**src/hw/rtl/mld_pkg.sv**
```systemverilog
// Types, codes and the Morse tree ROM shared by the Morse light decoder.
package mld_pkg;

	localparam int SAMPLE_W    = 10;
	localparam int THRESH_W    = 10;
	localparam int DOT_W       = 13;
	localparam int CFG_DATA_W  = 13;
	localparam int CFG_INDEX_W = 2;
	localparam int TREE_W      = 7;
	localparam int KIND_W      = 2;
	localparam int CHAR_W      = 7;

	localparam logic [TREE_W:0]      TREE_SIZE      = 8'd127;
	localparam logic [THRESH_W-1:0]  THRESH_RESET   = 10'd10;
	localparam logic [DOT_W-1:0]     DOT_RESET      = 13'd400;

	localparam logic [CFG_INDEX_W-1:0] REG_LIGHT_THRESHOLD = 2'd0;
	localparam logic [CFG_INDEX_W-1:0] REG_DOT_LENGTH      = 2'd1;

	localparam logic [KIND_W-1:0] KIND_DOT  = 2'd0;
	localparam logic [KIND_W-1:0] KIND_DASH = 2'd1;
	localparam logic [KIND_W-1:0] KIND_CHAR = 2'd2;

	typedef struct packed {
		logic [KIND_W-1:0] kind;
		logic [CHAR_W-1:0] char_code;
	} result_t;

	function automatic logic [CHAR_W-1:0] morse_char(input logic [TREE_W-1:0] idx);
		logic [CHAR_W-1:0] c;
		case (idx)
			7'd1:   c = 7'h45; // E
			7'd2:   c = 7'h54; // T
			7'd3:   c = 7'h49; // I
			7'd4:   c = 7'h41; // A
			7'd5:   c = 7'h4E; // N
			7'd6:   c = 7'h4D; // M
			7'd7:   c = 7'h53; // S
			7'd8:   c = 7'h55; // U
			7'd9:   c = 7'h52; // R
			7'd10:  c = 7'h57; // W
			7'd11:  c = 7'h44; // D
			7'd12:  c = 7'h4B; // K
			7'd13:  c = 7'h47; // G
			7'd14:  c = 7'h4F; // O
			7'd15:  c = 7'h48; // H
			7'd16:  c = 7'h56; // V
			7'd17:  c = 7'h46; // F
			7'd18:  c = 7'h55; // U
			7'd19:  c = 7'h4C; // L
			7'd20:  c = 7'h41; // A
			7'd21:  c = 7'h50; // P
			7'd22:  c = 7'h4A; // J
			7'd23:  c = 7'h42; // B
			7'd24:  c = 7'h58; // X
			7'd25:  c = 7'h43; // C
			7'd26:  c = 7'h59; // Y
			7'd27:  c = 7'h5A; // Z
			7'd28:  c = 7'h51; // Q
			7'd31:  c = 7'h35; // 5
			7'd32:  c = 7'h34; // 4
			7'd34:  c = 7'h33; // 3
			7'd38:  c = 7'h32; // 2
			7'd41:  c = 7'h2B; // +
			7'd46:  c = 7'h31; // 1
			7'd47:  c = 7'h36; // 6
			7'd48:  c = 7'h3D; // =
			7'd49:  c = 7'h2F; // /
			7'd53:  c = 7'h28; // (
			7'd55:  c = 7'h37; // 7
			7'd59:  c = 7'h38; // 8
			7'd61:  c = 7'h39; // 9
			7'd62:  c = 7'h30; // 0
			7'd75:  c = 7'h3F; // ?
			7'd76:  c = 7'h5F; // _
			7'd81:  c = 7'h22; // "
			7'd84:  c = 7'h2E; // .
			7'd89:  c = 7'h40; // @
			7'd96:  c = 7'h2D; // -
			7'd105: c = 7'h3B; // ;
			7'd106: c = 7'h21; // !
			7'd108: c = 7'h29; // )
			7'd114: c = 7'h2C; // ,
			7'd119: c = 7'h3A; // :
			default: c = 7'h00;
		endcase
		return c;
	endfunction

endpackage

```
**src/hw/rtl/mld_stream_if.sv**
```systemverilog
// Valid/ready channel interfaces for samples and decoded results.
interface mld_sample_if import mld_pkg::*; ();
	logic                valid;
	logic                ready;
	logic [SAMPLE_W-1:0] sample;

	modport source (output valid, output sample, input ready);
	modport sink   (input valid, input sample, output ready);
endinterface

interface mld_result_if import mld_pkg::*; ();
	logic              valid;
	logic              ready;
	logic [KIND_W-1:0] kind;
	logic [CHAR_W-1:0] char_code;

	modport source (output valid, output kind, output char_code, input ready);
	modport sink   (input valid, input kind, input char_code, output ready);
endinterface

```
**src/hw/rtl/morse_light_decoder.sv**
```systemverilog
// Morse light decoder top level: run counters, tree walk and result buffering.
// Each result is registered into the result buffer and offered on the result channel from there.
// Throughput: one sample per cycle; the two-entry result buffer holds up to two results
// while the result side stalls, and samples are refused only when it is full.
// Reset: arst_n clears run counters, tree index, overflow mark and the buffer, and
// loads light_threshold 10 and dot_length 400.
module morse_light_decoder import mld_pkg::*; #(
	parameter int COUNT_WIDTH = 14
) (
	input  logic                   clk,
	input  logic                   arst_n,
	input  logic                   cfg_we,
	input  logic [CFG_INDEX_W-1:0] cfg_index,
	input  logic [CFG_DATA_W-1:0]  cfg_data,
	mld_sample_if.sink             samples,
	mld_result_if.source           results
);

	localparam int CMP_W = (COUNT_WIDTH > DOT_W + 1) ? COUNT_WIDTH : DOT_W + 1;
	localparam logic [COUNT_WIDTH-1:0] COUNT_MAX = {COUNT_WIDTH{1'b1}};

	logic [THRESH_W-1:0]    thresh_q;
	logic [DOT_W-1:0]       dot_q;
	logic [COUNT_WIDTH-1:0] on_run_q;
	logic [COUNT_WIDTH-1:0] off_run_q;
	logic [TREE_W-1:0]      tree_idx_q;
	logic                   ovf_q;

	logic                   accept;
	logic                   buf_full;
	logic                   light_on;
	logic [COUNT_WIDTH-1:0] off_inc;
	logic [CMP_W-1:0]       on_ext;
	logic [CMP_W-1:0]       off_inc_ext;
	logic [CMP_W-1:0]       dot_ext;
	logic [CMP_W-1:0]       two_ext;
	logic                   is_dot;
	logic                   is_dash;
	logic                   char_end;
	logic [TREE_W:0]        next_idx;
	logic                   sym_ovf;
	logic                   emit;
	result_t                res;

	assign samples.ready = !buf_full;
	assign accept        = samples.valid && samples.ready;

	assign light_on    = (samples.sample <= thresh_q);
	assign off_inc     = (off_run_q == COUNT_MAX) ? COUNT_MAX : off_run_q + 1'b1;
	assign on_ext      = CMP_W'(on_run_q);
	assign off_inc_ext = CMP_W'(off_inc);
	assign dot_ext     = CMP_W'(dot_q);
	assign two_ext     = CMP_W'({dot_q, 1'b0});

	assign is_dot   = (on_ext >= dot_ext) && (on_ext < two_ext);
	assign is_dash  = (on_ext >= two_ext);
	assign char_end = (off_inc_ext == two_ext) && ((tree_idx_q != '0) || ovf_q);

	assign next_idx = {tree_idx_q, 1'b0} + (is_dash ? 8'd2 : 8'd1);
	assign sym_ovf  = ovf_q || (next_idx >= TREE_SIZE);

	assign emit = accept && !light_on && (is_dot || is_dash || char_end);

	always_comb begin
		res.kind      = KIND_DOT;
		res.char_code = '0;
		if (is_dash) begin
			res.kind = KIND_DASH;
		end else if (!is_dot) begin
			res.kind      = KIND_CHAR;
			res.char_code = ovf_q ? '0 : morse_char(tree_idx_q);
		end
	end

	always_ff @(posedge clk or negedge arst_n) begin
		if (!arst_n) begin
			thresh_q <= THRESH_RESET;
			dot_q    <= DOT_RESET;
		end else if (cfg_we) begin
			case (cfg_index)
				REG_LIGHT_THRESHOLD: thresh_q <= cfg_data[THRESH_W-1:0];
				REG_DOT_LENGTH:      dot_q    <= cfg_data[DOT_W-1:0];
				default: ;
			endcase
		end
	end

	always_ff @(posedge clk or negedge arst_n) begin
		if (!arst_n) begin
			on_run_q   <= '0;
			off_run_q  <= '0;
			tree_idx_q <= '0;
			ovf_q      <= 1'b0;
		end else if (accept) begin
			if (light_on) begin
				on_run_q  <= (on_run_q == COUNT_MAX) ? COUNT_MAX : on_run_q + 1'b1;
				off_run_q <= '0;
			end else begin
				on_run_q  <= '0;
				off_run_q <= off_inc;
				if (is_dot || is_dash) begin
					if (sym_ovf) begin
						ovf_q <= 1'b1;
					end else begin
						tree_idx_q <= next_idx[TREE_W-1:0];
					end
				end else if (char_end) begin
					tree_idx_q <= '0;
					ovf_q      <= 1'b0;
				end
			end
		end
	end

	mld_out_buf u_out_buf (
		.clk       (clk),
		.arst_n    (arst_n),
		.push      (emit),
		.push_data (res),
		.full      (buf_full),
		.results   (results)
	);

	a_idx_in_tree: assert property (@(posedge clk) disable iff (!arst_n)
		tree_idx_q != 7'd127)
		else $error("tree index left the tree");

	a_char_clears: assert property (@(posedge clk) disable iff (!arst_n)
		(emit && res.kind == KIND_CHAR) |=> (tree_idx_q == '0 && !ovf_q))
		else $error("character end did not return to root");

	a_light_no_emit: assert property (@(posedge clk) disable iff (!arst_n)
		(accept && light_on) |=> ($stable(tree_idx_q) && off_run_q == '0))
		else $error("light-on sample moved the tree or kept the dark run");

	a_ovf_holds_idx: assert property (@(posedge clk) disable iff (!arst_n)
		(accept && ovf_q && !light_on && (is_dot || is_dash)) |=> $stable(tree_idx_q))
		else $error("tree index moved during overflow");

endmodule

```
**src/hw/rtl/mld_out_buf.sv**
```systemverilog
// Two-entry result buffer that decouples the decoder from the result channel.
module mld_out_buf import mld_pkg::*; (
	input  logic    clk,
	input  logic    arst_n,
	input  logic    push,
	input  result_t push_data,
	output logic    full,
	mld_result_if.source results
);

	result_t     slot0_q;
	result_t     slot1_q;
	logic [1:0]  count_q;
	logic        pop;

	assign pop               = results.valid && results.ready;
	assign full              = (count_q == 2'd2);
	assign results.valid     = (count_q != 2'd0);
	assign results.kind      = slot0_q.kind;
	assign results.char_code = slot0_q.char_code;

	always_ff @(posedge clk or negedge arst_n) begin
		if (!arst_n) begin
			count_q <= 2'd0;
		end else begin
			if (push && !pop) begin
				count_q <= count_q + 2'd1;
			end else if (pop && !push) begin
				count_q <= count_q - 2'd1;
			end
		end
	end

	always_ff @(posedge clk) begin
		if (pop && push) begin
			if (count_q == 2'd1) begin
				slot0_q <= push_data;
			end else begin
				slot0_q <= slot1_q;
				slot1_q <= push_data;
			end
		end else if (pop) begin
			slot0_q <= slot1_q;
		end else if (push) begin
			if (count_q == 2'd0) begin
				slot0_q <= push_data;
			end else begin
				slot1_q <= push_data;
			end
		end
	end

endmodule
```
**src/flat_wrapper.sv**
```systemverilog
// flat-port wrapper written by rule: the top's interface ports become plain ports
module morse_light_decoder_flat import mld_pkg::*;
#(
	parameter int COUNT_WIDTH = 14
)
  (clk, arst_n, cfg_we, cfg_index, cfg_data, samples_valid, samples_sample, samples_ready, results_valid, results_kind, results_char_code, results_ready);
  mld_sample_if samples_i ();
  mld_result_if results_i ();
  input  logic clk;
  input  logic arst_n;
  input  logic cfg_we;
  input  logic [CFG_INDEX_W-1:0] cfg_index;
  input  logic [CFG_DATA_W-1:0] cfg_data;
  input wire logic [$bits(samples_i.valid)-1:0] samples_valid;
  input wire logic [$bits(samples_i.sample)-1:0] samples_sample;
  output wire logic [$bits(samples_i.ready)-1:0] samples_ready;
  output wire logic [$bits(results_i.valid)-1:0] results_valid;
  output wire logic [$bits(results_i.kind)-1:0] results_kind;
  output wire logic [$bits(results_i.char_code)-1:0] results_char_code;
  input wire logic [$bits(results_i.ready)-1:0] results_ready;
  assign samples_i.valid = samples_valid;
  assign samples_i.sample = samples_sample;
  assign samples_ready = samples_i.ready;
  assign results_valid = results_i.valid;
  assign results_kind = results_i.kind;
  assign results_char_code = results_i.char_code;
  assign results_i.ready = results_ready;
  morse_light_decoder #(.COUNT_WIDTH(COUNT_WIDTH)) u_core (.clk(clk), .arst_n(arst_n), .cfg_we(cfg_we), .cfg_index(cfg_index), .cfg_data(cfg_data), .samples(samples_i), .results(results_i));
endmodule
```
**config.mk**
```make
export PLATFORM = sky130hd
export DESIGN_NAME = morse_light_decoder_flat
export DESIGN_NICKNAME = d
export VERILOG_FILES = /design/src/hw/rtl/mld_pkg.sv /design/src/hw/rtl/mld_stream_if.sv /design/src/hw/rtl/morse_light_decoder.sv /design/src/hw/rtl/mld_out_buf.sv /design/src/flat_wrapper.sv
export SDC_FILE = /design/constraint.sdc
export NUM_CORES = 1
export LEC_CHECK = 0
export BUFFER_PORTS_ARGS = -buffer_cell sky130_fd_sc_hd__buf_4
export CORE_MARGIN = 2
export CORE_UTILIZATION = 62
export CTS_CLUSTER_SIZE = 8
export DETAILED_ROUTE_END_ITERATION = 6
export PLACE_DENSITY_LB_ADDON = 0.05
export SYNTH_ARGS = -nofsm -noshare
export SYNTH_HDL_FRONTEND = slang
export SYNTH_SLANG_ARGS = --single-unit
export TNS_END_PERCENT = 50
```
**constraint.sdc**
```tcl
create_clock -name clk -period 4.1 [get_ports clk]
set_input_delay 0.615 -clock clk [delete_from_list [all_inputs] [get_ports clk]]
set_output_delay 0.615 -clock clk [all_outputs]
set_load 0.005 [all_outputs]
```
After elaboration in Yosys (flattened, before gate mapping) --
Memories as Yosys holds them, arrays and structs flattened. Cells that the tools add are included.
Word-level totals: flip-flop bits (word level) 79, bits in latches 0, memory bits (writable) 0, bits in read-only memories 896, output and inout port bits 11, memories 1
Cells by class: $add $sub $neg 5, multiply operators 0, divide/modulo/power cells 0, order comparisons 5, equality and inequality tests 11, shift operators 0, mux-type cells 27, bitwise operators 1, reductions and logical operators 32
Memory list:
- (name not given) | words 128, width 7, read ports 1, clocked after memory_dff 0, wr ports 0, RTL line mld_pkg.sv:31 | case (idx)
Operator list (count):
- 2-to-1 mux 9 bit | 11
- 2-to-1 mux 14 bit | 4
- 2-to-1 mux 7 bit | 5
- adder 14 x 1 -> 14 bit (second input constant) | 2
- equality test 14 bit (second input constant) | 2
- equality test 14 bit | 1
- >= comparator 14 x 13 -> 1 bit | 1
- >= comparator 14 bit | 1
- < comparator 14 bit | 1
- AND reduction 4 bit | 3
- less-or-equal comparator 10 bit | 1
- logical AND 1 bit | 9
- adder 8 bit | 1
- >= comparator 8 x 7 -> 1 bit (second input constant) | 1
- 2-to-1 mux 2 bit | 4
- nonzero test 2 bit | 4
- nonzero test 7 bit | 1
- inequality test 2 bit (second input constant) | 3
- AND reduction 2 bit | 3
- nonzero test 3 bit | 2
- equality test 2 x 1 -> 1 bit (second input constant) | 2
- zero test 1 bit | 4
- zero test 2 bit | 2
- logical OR 1 bit | 4
- 6 further kinds | 9

Depth between registers and ports, before layout --
Gate-level depths: netlist (run 1).
depth after elaboration 10, mapped depth 16, gate-level depth less buffers 16

Modules after synthesis --
Synthesis (run 1) repeated with hierarchy kept, for this count alone.
Second synthesis, totals: cells, all modules 687, area, all modules 6085.8 µm²
By module, submodules not included:
- morse_light_decoder | instances 1, cells an instance 640, area each 5222.5 µm², seq. area each 1482.7 µm²
- mld_out_buf | instances 1, cells an instance 47, area each 863.3 µm², seq. area each 590.6 µm²

Least setup slack after synthesis (run 1) --
No wires, ideal clock.
path kind register to register, start point register u_core.off_run_q[0], end point register u_core.u_out_buf.slot0_q, in the netlist u_core.u_out_buf.results.char_code[1] (data pin), library setup time 260 ps, arrival 3501 ps, path slack 339 ps, cell stages (with the launch flop) 13, period minus slack after synthesis 3761 ps, path through dfrtp_1 ha_1 nand3_2 or4_4 o21ai_0 xnor2_1 o2111ai_1 or3_1 a21oi_2 ha_1 mux2i_1 clkbuf_1 mux2_2
On the way: word-level cells in the longest chain between the ends 8
RTL lines:
- from (decl) | RTL line morse_light_decoder.sv:25 | logic [COUNT_WIDTH-1:0] off_run_q;
- from (signal assigned) | RTL line morse_light_decoder.sv:100 | off_run_q <= off_inc;
- adder 14 x 1 -> 14 bit or equality test 14 bit (tied branches) | RTL line morse_light_decoder.sv:49 | assign off_inc = (off_run_q == COUNT_MAX) ? COUNT_MAX : off_run_q + 1'b1;
- 2-to-1 mux 14 bit * | RTL line morse_light_decoder.sv:49
- equality test 14 bit * | RTL line morse_light_decoder.sv:57 | assign char_end = (off_inc_ext == two_ext) && ((tree_idx_q != '0) || ovf_q);
- logical AND 1 bit * | RTL line morse_light_decoder.sv:57
- logical OR 1 bit * | RTL line morse_light_decoder.sv:62 | assign emit = accept && !light_on && (is_dot || is_dash || char_end);
- logical AND 1 bit * | RTL line morse_light_decoder.sv:62
- logical AND 1 bit * | RTL line mld_out_buf.sv:35 | if (pop && push) begin
- 2-to-1 mux 9 bit * | RTL line mld_out_buf.sv:35
- to (signal assigned) | RTL line mld_out_buf.sv:37 | slot0_q <= push_data;
- to (signal assigned) | RTL line mld_out_buf.sv:39 | slot0_q <= slot1_q;
- to (signal assigned) | RTL line mld_out_buf.sv:43 | slot0_q <= slot1_q;
- to (decl) | RTL line mld_out_buf.sv:11 | result_t slot0_q;
Every way passes the cells marked *; elsewhere a longest branch is shown, timed or not. A chain may end at the register's enable or synchronous reset.

Worst setup path after layout (run 1) --
start point register u_core.off_run_q[1], end point register u_core.u_out_buf.slot0_q, in the netlist u_core.u_out_buf.results.char_code[2] (data pin)
Same word-level chain as after synthesis.

==> results of run 1 <==
## what timing repair did
item                       in CTS  in global routing
setup endpoints to repair       0                 19
buffers inserted                0                  0
gates resized for setup         0                  4
## where the power goes
part	switching [mW]	internal (mW)	leakage (nW)	total, mW
registers	0.100	0.924	0.971	1.02
logic	0.423	0.326	1.82	0.749
clock network	0.309	0.282	0.0934	0.592
total	0.833	1.53	2.89	2.37
## per-layer routing
metal | vias up | global-route usage (%)
met2 | 206 | 47.2
li1 | 2561 | -
met5 | - | 0
met4 | 0 | 8.51
met1 | 2529 | 43.7
met3 | 20 | 4.20
## flip-flops by register name, indices dropped and copies added (netlist names)
signal and count:
u_core.dot_q 13, u_core.off_run_q 14, u_core.on_ext 14, u_core.ovf_q 1, u_core.thresh_q 10, u_core.tree_idx_q 7, u_core.u_out_buf.count_q 2, u_core.u_out_buf.results.char_code 7
u_core.u_out_buf.results.kind 2, u_core.u_out_buf.slot1_q 9
## cell usage in the layout, fill, tap and decap left out, drive strengths merged, types with 11 or more instances in the layout
cell type / n
nand2: 59
nor3: 11
edfxtp: 18
a21oi: 70
inv: 44
o21ai: 51
nor2: 39
ha: 53
dfrtp: 56
nand3: 28
xnor2: 13
buf: 60
mux2: 24
a21o: 11
## through the flow
stage | total power, mW | util [%] | worst slack [ns] | hold WS, ns
after global placement | 1.74 | 69.4 | 0.409 | 0.489
after CTS | 2.36 | 71.5 | 0.0356 | 0.368
final | 2.37 | 71.7 | 0.255 | 0.332
after floorplan | 1.50 | - | 0.339 | 0.319
after detailed placement | 1.77 | 69.4 | 0.195 | 0.501
after global routing | 2.51 | 71.7 | 0.0408 | 0.386
## path summary, 6_finish.rpt
path | startpoint | to | slack, ns | cells after the start
worst max-delay path | u_core.off_run_q[1] | u_core.u_out_buf.results.char_code[2] | 0.25 | 11
worst min-delay path | arst_n | u_core.on_ext[12] | 0.33 | 1
worst max register to register | u_core.off_run_q[1] | u_core.u_out_buf.results.char_code[2] | 0.25 | 11
worst min register to register | u_core.thresh_q[3] | u_core.thresh_q[3] | 0.52 | 2
max in group asynchronous | arst_n | u_core.ovf_q | 3.24 | 1
min in group clk | cfg_data[7] | u_core.thresh_q[7] | 0.48 | 3
## synth_stat cells (8+ instances only)
cell and count:
a21oi_1 69, clkbuf_1 20, a21o_1 11, nor2b_1 8
a211oi_1 8, nand4_1 9, edfxtp_1 18, ha_1 53
inv_1 43, o211ai_1 8, xor2_1 8, nand3_1 25
xnor2_1 13, dfrtp_1 56, o22a_1 8, mux2_2 24
nand2b_1 9, and3_1 9, nand2_1 59, nor3_1 11
o21ai_0 50, nor2_1 39
## kinds of logic (layout without fill, tap and decap cells)
logic type / count (synthesis) / after routing / synth area share (%)
flip-flops: 79 / 79 / 34.5
multiplexers: 31 / 31 / 6.07
buffers and inverters: 77 / 119 / 5.18
AND/OR/NAND/NOR: 205 / 205 / 18.0
adder cells (fa/ha/maj): 53 / 53 / 11.0
XOR/XNOR: 22 / 22 / 3.43
AO/OA/AOI/OAI: 208 / 208 / 21.8
## cell type report
class,instances,area share [%]
clock buffers,9,1.85
clock inverters,7,1.08
inverters,43,2.41
multi-input cells,519,54.5
flip-flops and latches,79,31.0
well taps,129,2.41
repair buffers,60,6.73
==> results.json, run 1 <==
{
  "crit_type": "reg2reg",
  "die_w_microns": 103,
  "die_y_microns": 103,
  "fmax_mhz": 260,
  "dp_cells": 830,
  "cts-hold-fix-buffers": 0,
  "dr.pass1.iters": 5,
  "routed_wl_microns": 15100,
  "synth_edf_count": 18,
  "leakagePower_nw": 2.89,
  "pin_count": 41,
  "place.gp.congestion": 0.956,
  "multiInputGateArea_sq_um": 3650,
  "post-route-min-period_ns": 3.85,
  "grt_max_degree": 62,
  "wl_met3_microns": 1020,
  "path_buf_inv": 1,
  "critical_path.top_delay_family": "simple AND/OR/NAND/NOR gates",
  "finalCritPeriodShare_pct": 93.8,
  "fin_nets": 795,
  "seq_area_sq_um": 2070,
  "syn_area_per_cell_sq_um": 8.91,
  "critPathMaxStageDelay_ns": 0.65,
  "worstSetupEndpointType": "flop",
  "maxSlewHeadroom_pct": 47.4,
  "max-clock-path-buffers": 2,
  "synth_top_area_share_pct": 23.3,
  "final_max_slew_viol_count": 0,
  "drc": 0,
  "hold_class": "in2async",
  "antenna_found_initial": 0,
  "grt_use_total_pct": 30.1,
  "wl_per_cell_microns": 17.8,
  "grt_pass1_vias": 5088,
  "start_util_pct": 64.5,
  "hpwlAfterDp_microns": 11200,
  "startpoint_type": "flop",
  "peakVddDrop_v": 0.000240,
  "topRoutingLayerUsed": "met4",
  "rows": 35,
  "place_area_sq_um": 6480,
  "synth_seq_cells": 79,
  "drive_gt1_share_pct": 17.7,
  "async_reset_ff_share_pct": 77.2,
  "htree_num_levels": 3,
  "yosysSeqAreaShare_pct": 34.5,
  "met1_length_microns": 6840,
  "ys_types": 72,
  "hold_viol": 0,
  "ctsRootBufferMaster": "clkbuf_8",
  "yosys_warnings": 0,
  "drtIter0Drc": 384,
  "path_clk_slew_ns": 0.09,
  "numPortBuffers": 40,
  "ant_nets": 0,
  "synth_area_leaders": "dfrtp_1 (23%), ha_1 (11%), edfxtp_1 (9.0%), a21oi_1 (5.7%), mux2_2 (4.5%)",
  "cts_sinks": 79,
  "finalClockSkew_ns": 0.0122,
  "final_cell_area_sq_um": 6690,
  "vias": 5316,
  "area_growth_pct": 11.2,
  "core_sq_um": 9330,
  "cts_inserted_buffers": 9,
  "dr_wl_met2_microns": 7010,
  "tightest_slew_ns": 0.790,
  "fin_cells": 846,
  "diodes": 0,
  "fillers": 690,
  "worstPathMaxFanout": 11,
  "cts_tree": "done",
  "grt_pass1_wl_microns": 24900,
  "yosys.area.top_type": "dfrtp_1",
  "grt_overflow": 0,
  "vias_per_cell": 6.28,
  "p_per_area_nw_per_um2": 354,
  "die-area_sq_um": 10500,
  "postSynthCellCount": 675,
  "path_cells": "ha_2, nand3_2, or4_1, o311ai_2, o22ai_1, or3_1, a21oi_2, ha_1, mux2i_1, buf_4, mux2_2",
  "rsz0062_at_grt": "no",
  "cap_violations": 0,
  "finalSetupViolCount": 0,
  "cp_slowest_cell": "or4_1",
  "ys.flop_type": "dfrtp_1",
  "finalSetupTns_ns": 0,
  "outcome": "finished clean",
  "clk_latency_ns": 0.36,
  "netlist_area_sq_um": 6020,
  "synth_fp_nets": 758,
  "required_ns": 4.20,
  "crit_arrival_ns": 3.95
}
(Power assumes the default switching activity.)
==> run 2, diff against run 1 <==
--- a/config.mk
+++ b/config.mk
@@ -7,7 +7,7 @@
 export LEC_CHECK = 0
 export BUFFER_PORTS_ARGS = -buffer_cell sky130_fd_sc_hd__buf_4
 export CORE_MARGIN = 2
-export CORE_UTILIZATION = 62
+export CORE_UTILIZATION = 59
 export CTS_CLUSTER_SIZE = 8
 export DETAILED_ROUTE_END_ITERATION = 6
 export PLACE_DENSITY_LB_ADDON = 0.05
==> results.json, run 2 (synthesis results as in run 1) <==
{
  "outcome": "finished clean",
  "finalClockSkew_ns": 0.0155,
  "area_growth_pct": 10.4,
  "grt_overflow": 0,
  "start_util_pct": 61.3,
  "grt_max_degree": 62,
  "fin_nets": 789,
  "pin_count": 41,
  "r2r-start": "u_core.off_run_q[1]",
  "rsz0062_at_grt": "no",
  "max-clock-path-buffers": 2,
  "leakagePower_nw": 2.86,
  "tightest_slew_ns": 1.09,
  "final_max_slew_viol_count": 0,
  "finalSetupViolCount": 0,
  "diodes": 0,
  "crit_type": "reg2reg",
  "fin_util_pct": 67.7,
  "grt_pass1_vias": 5079,
  "htree_num_levels": 3,
  "wl_per_cell_microns": 17.6,
  "numPortBuffers": 40,
  "die-area_sq_um": 11000,
  "dp_slack_ns": 0.253,
  "peakVddDrop_v": 0.000318,
  "cts_sinks": 79,
  "rows": 36,
  "drtIter0Drc": 389,
  "vias": 5294,
  "core_sq_um": 9820,
  "fin_cells": 844,
  "die_w_microns": 105,
  "mostFrequentLayoutCells": "a21oi_1 (69), nand2_1 (59), dfrtp_1 (56), buf_4 (54), ha_1 (53)",
  "vias_per_cell": 6.27,
  "dr.pass1.iters": 5,
  "required_ns": 4.21,
  "dp_cells": 828,
  "cts_tree": "done",
  "hold_ws_ns": 0.330,
  "maxSlewHeadroom_pct": 27.1,
  "hold_class": "in2async",
  "worstPathMaxFanout": 14,
  "clk_latency_ns": 0.36,
  "fmax_mhz": 257,
  "post-route-min-period_ns": 3.89,
  "startpoint_type": "flop",
  "grt_pass1_wl_microns": 25000,
  "finalSetupTns_ns": 0,
  "die_y_microns": 105,
  "ant_nets": 0,
  "drc": 0,
  "antenna_found_initial": 0,
  "setup_ws_ns": 0.214,
  "final_common_cell": "a21oi_1",
  "hpwlAfterDp_microns": 11100,
  "drive_gt1_share_pct": 16.9,
  "finalCritPeriodShare_pct": 94.8,
  "hold_viol": 0,
  "grt_use_total_pct": 28.2,
  "cts_inserted_buffers": 9,
  "p_per_area_nw_per_um2": 350,
  "place.gp.congestion": 0.969,
  "routed_wl_microns": 14900,
  "ctsRootBufferMaster": "clkbuf_8",
  "crit_arrival_ns": 4.00,
  "cap_violations": 0,
  "path_clk_slew_ns": 0.08,
  "worstSetupEndpointType": "flop",
  "critPathLaunch": "u_core.off_run_q[1]"
}
## run 2: changes by cell type in the layout (fill, tap and decap cells not counted), sizes merged
cell	change
clkbuf	+3
clkinv	-1
buf	-6
inv	-1
bufinv	-1
## run 2: final cells by class
cell class / count / area (sq um)
Clock buffer: 12 / 166
Timing Repair Buffer: 54 / 405
Multi-Input combinational cell: 519 / 3640
Inverter: 43 / 161
Tap cell: 133 / 166
Fill cell: 818 / 3180
Sequential cell: 79 / 2070
Clock inverter: 4 / 28.8
## run 2: metrics by stage
stage                     power, mW  instance area (sq um)
after detailed placement       1.77                   6440
after floorplan                1.50                   6020
final                          2.32                   6640
after global placement         1.74                   6440
after global routing           2.48                   6640
after CTS                      2.33                   6640
## run 2: routing by layer
metal / wire length (microns) / vias to the layer above / share of wire, % / GRT usage (%)
li1: - / 2553 / - / -
met1: 7060 / 2529 / 47 / 40.3
met2: 6790 / 188 / 46 / 43.5
met3: 813 / 24 / 5.5 / 5.55
met4: 203 / 0 / 1.4 / 7.90
met5: 0 / - / 0 / 0
## run 2: path summary, 6_finish.rpt
path,endpoint,slack (ns),cells past startpoint
worst max-delay path,u_core.u_out_buf.results.char_code[5],0.21,12
worst min-delay path,u_core.on_ext[13],0.33,1
worst max register to register,u_core.u_out_buf.results.char_code[5],0.21,12
worst min register to register,u_core.u_out_buf.count_q[0],0.51,1
max in group asynchronous,u_core.tree_idx_q[6],3.26,1
min in group clk,u_core.thresh_q[9],0.46,3
## run 2: worst max-delay path, cell delays in order (launching register included)
cell	delay, ns
dfrtp_1	0.45
ha_1	0.29
nand3_2	0.19
or4_4	0.69
o21ai_0	0.15
xnor2_1	0.15
o2111ai_1	0.14
or3_1	0.39
a21oi_2	0.17
ha_1	0.22
mux2i_1	0.23
buf_4	0.21
mux2_2	0.35
## run 2: power by group
part | switching, mW | internal, mW | leakage (nW)
registers | 0.103 | 0.924 | 0.971
logic | 0.415 | 0.315 | 1.79
clock network | 0.294 | 0.273 | 0.0937
## run 2: repair_timing
item,CTS,global route
resized for setup,0,1
endpoints found under the setup margin,0,3
setup buffers,0,0
hold buffers,0,0
==> run 3, diff against run 2 <==
--- a/config.mk
+++ b/config.mk
@@ -5,6 +5,7 @@
 export SDC_FILE = /design/constraint.sdc
 export NUM_CORES = 1
 export LEC_CHECK = 0
+export ABC_AREA = 1
 export BUFFER_PORTS_ARGS = -buffer_cell sky130_fd_sc_hd__buf_4
 export CORE_MARGIN = 2
 export CORE_UTILIZATION = 59
==> results.json, run 3 <==
{
  "startpoint_type": "flop",
  "dr.pass1.iters": 5,
  "grt_max_degree": 62,
  "place.gp.congestion": 0.956,
  "synth_top_area_share_pct": 23.4,
  "p_total_mw": 2.50,
  "crit_arrival_ns": 3.88,
  "fmax_mhz": 263,
  "r2r_end": "u_core.u_out_buf.slot1_q[4]",
  "dp_slack_ns": 0.262,
  "final_common_cell": "nand2_1",
  "seq_area_sq_um": 2070,
  "clkPwrFrac_pct": 24.6,
  "post-synth-top-count-cell": "nand2_1",
  "ys_types": 48,
  "cts_tree": "done",
  "swShare_pct": 37.9,
  "rows": 36,
  "vias": 5682,
  "area_growth_pct": 11.1,
  "wl_per_cell_microns": 15.8,
  "p_per_area_nw_per_um2": 377,
  "outcome": "finished clean",
  "pwr-share-seq_pct": 40.6,
  "die_y_microns": 105,
  "path_buf_inv": 6,
  "finalCritPeriodShare_pct": 92.7,
  "power.internal_mw": 1.56,
  "die_w_microns": 105,
  "synth_edf_count": 18,
  "syn_area_per_cell_sq_um": 7.39,
  "mostFrequentLayoutCells": "nand2_1 (186), inv_1 (113), nor2_1 (72), o21ai_0 (68), dfrtp_1 (56)",
  "synthTopCellsByCount": "nand2_1 (187), inv_1 (113), nor2_1 (72)",
  "path_cells": "inv_1, ha_1, nand2_1, nor2_1, inv_1, o21ai_1, o21ai_0, and2_1, nand2_1, nor2_4, nand2_2, nand2_1, inv_1, ha_1, clkinvlp_4, or2_2, nand2_1, inv_1, nor2_1, buf_4",
  "r2r_cells": 20,
  "hpwlAfterDp_microns": 11800,
  "setup_ws_ns": 0.299,
  "core_sq_um": 9820,
  "hold_class": "in2async",
  "numPortBuffers": 40,
  "netlist_area_sq_um": 5980,
  "leakagePower_nw": 3.23,
  "synth_seq_cells": 79,
  "final_max_slew_viol_count": 0,
  "pin_count": 41,
  "rsz0062_at_grt": "yes",
  "critical_path.top_delay_family": "simple AND/OR/NAND/NOR gates",
  "p_comb_share_pct": 34.8,
  "clk_latency_ns": 0.37,
  "cp.depth": 20,
  "crit_type": "reg2reg",
  "die-area_sq_um": 11000,
  "multiInputGateArea_sq_um": 3360,
  "drive_gt1_share_pct": 12.9,
  "diodes": 0,
  "yosys.area.top_type": "dfrtp_1",
  "fin_nets": 933,
  "final_cell_area_sq_um": 6650,
  "path_clk_slew_ns": 0.10,
  "synth_area_leaders": "dfrtp_1 (23%), nand2_1 (12%), ha_1 (11%), edfxtp_1 (9.0%), inv_1 (7.1%)",
  "endpoint": "u_core.u_out_buf.slot1_q[4]",
  "finalSetupViolCount": 0,
  "cts_sinks": 79,
  "hold_viol": 0,
  "synth_fp_nets": 892,
  "drc": 0,
  "tightest_slew_ns": 0.968,
  "yosysSeqAreaShare_pct": 34.7,
  "worstPathMaxFanout": 9,
  "async_reset_ff_share_pct": 77.2,
  "routed_wl_microns": 15700,
  "ant_nets": 0,
  "max-clock-path-buffers": 2,
  "drtIter0Drc": 411,
  "cp_slowest_cell": "dfstp_2",
  "r2r-start": "u_core.dot_q[4]",
  "critPathMaxStageDelay_ns": 0.58,
  "place_area_sq_um": 6410,
  "vias_per_cell": 5.75,
  "yosys_warnings": 0,
  "switchingPower_uw": 950,
  "cap_violations": 0,
  "grt_use_total_pct": 28.7,
  "fillers": 877,
  "r2r_slack_ns": 0.30,
  "required_ns": 4.18,
  "worstSetupEndpointType": "flop",
  "antenna_found_initial": 0,
  "peakVddDrop_v": 0.000328,
  "htree_num_levels": 3,
  "grt_overflow": 0,
  "start_util_pct": 60.9,
  "grt_pass1_wl_microns": 25700,
  "ys.flop_type": "dfrtp_1",
  "finalClockSkew_ns": 0.0197,
  "grt_pass1_vias": 5560,
  "critPathLaunch": "u_core.dot_q[4]",
  "postSynthCellCount": 809,
  "post-route-min-period_ns": 3.80,
  "cts_inserted_buffers": 9,
  "maxSlewHeadroom_pct": 35.3,
  "ctsRootBufferMaster": "clkbuf_8"
}
run 3: cell types whose count changed in the layout (fill, tap and decap cells not counted), sizes merged, moves of 18 or more:
cell   previous run  this run
a21oi            70        34
o21ai            51        80
o22ai             2        20
mux2             24         0
nand2            59       194
inv              43       119
nor2             39        80
nand3            28        48
run 3: power by group through the flow:
| stage | combinational (mW) | clock (mW) | sequential [mW] |
|---|---|---|---|
| 3_5_place_dp | 0.856 | 0 | 1.03 |
| 3_3_place_gp | 0.831 | 0 | 1.03 |
| 2_1_floorplan | 0.559 | 0 | 1.02 |
| 5_1_grt | 0.979 | 0.653 | 1.03 |
| 4_1_cts | 0.862 | 0.620 | 1.01 |
| 6_report | 0.872 | 0.616 | 1.02 |
run 3: cells by family after synthesis:
logic type      after synthesis  synth area share (%)
buf+inv                     140                  9.27
fa+ha+maj                    53                  11.1
compound gates              172                  17.2
flops                        79                  34.7
xor+xnor                     15                  2.20
simple gates                350                  25.5
run 3: through the flow:
stage,hold WS (ns),cells,setup TNS (ns),utilization [%]
floorplan,0.319,809,0,-
global placement,0.470,970,0,65.3
detailed placement,0.478,970,0,65.3
CTS,0.336,986,0,67.4
global route,0.360,988,-0.000500,67.7
finish,0.318,988,0,67.7
run 3: worst min path at each step:
stage | to | cells past startpoint | startpoint | slack, ns
floorplan | u_core.dot_q[0] | 0 | arst_n | 0.32
global placement | u_core.thresh_q[4] | 2 | u_core.thresh_q[4] | 0.47
detailed placement | u_core.thresh_q[5] | 2 | u_core.thresh_q[5] | 0.48
CTS | u_core.u_out_buf.count_q[1] | 1 | arst_n | 0.34
global route | u_core.u_out_buf.count_q[1] | 1 | arst_n | 0.36
finish | u_core.u_out_buf.count_q[1] | 1 | arst_n | 0.32
run 3: cell type report:
type / count / area share (%)
inverter: 118 / 6.72
tap: 133 / 2.50
clock buffer: 9 / 1.86
timing repair buffer: 52 / 5.87
clock inverter: 7 / 1.26
sequential: 79 / 31.2
multi-input combinational: 590 / 50.6
run 3: per-layer routing:
layer	routed length (microns)	vias to the layer above	GRT usage (%)
met4	441	0	12.1
met5	0	-	0
met3	746	34	4.18
met2	8100	193	51.3
li1	-	2785	-
met1	6370	2670	34.5
run 3: timing repair:
action | 4_1_cts | 5_1_grt
endpoints found under the setup margin | 0 | 15
hold buffers | 0 | 0
resized for setup | 0 | 3
setup buffers | 0 | 2
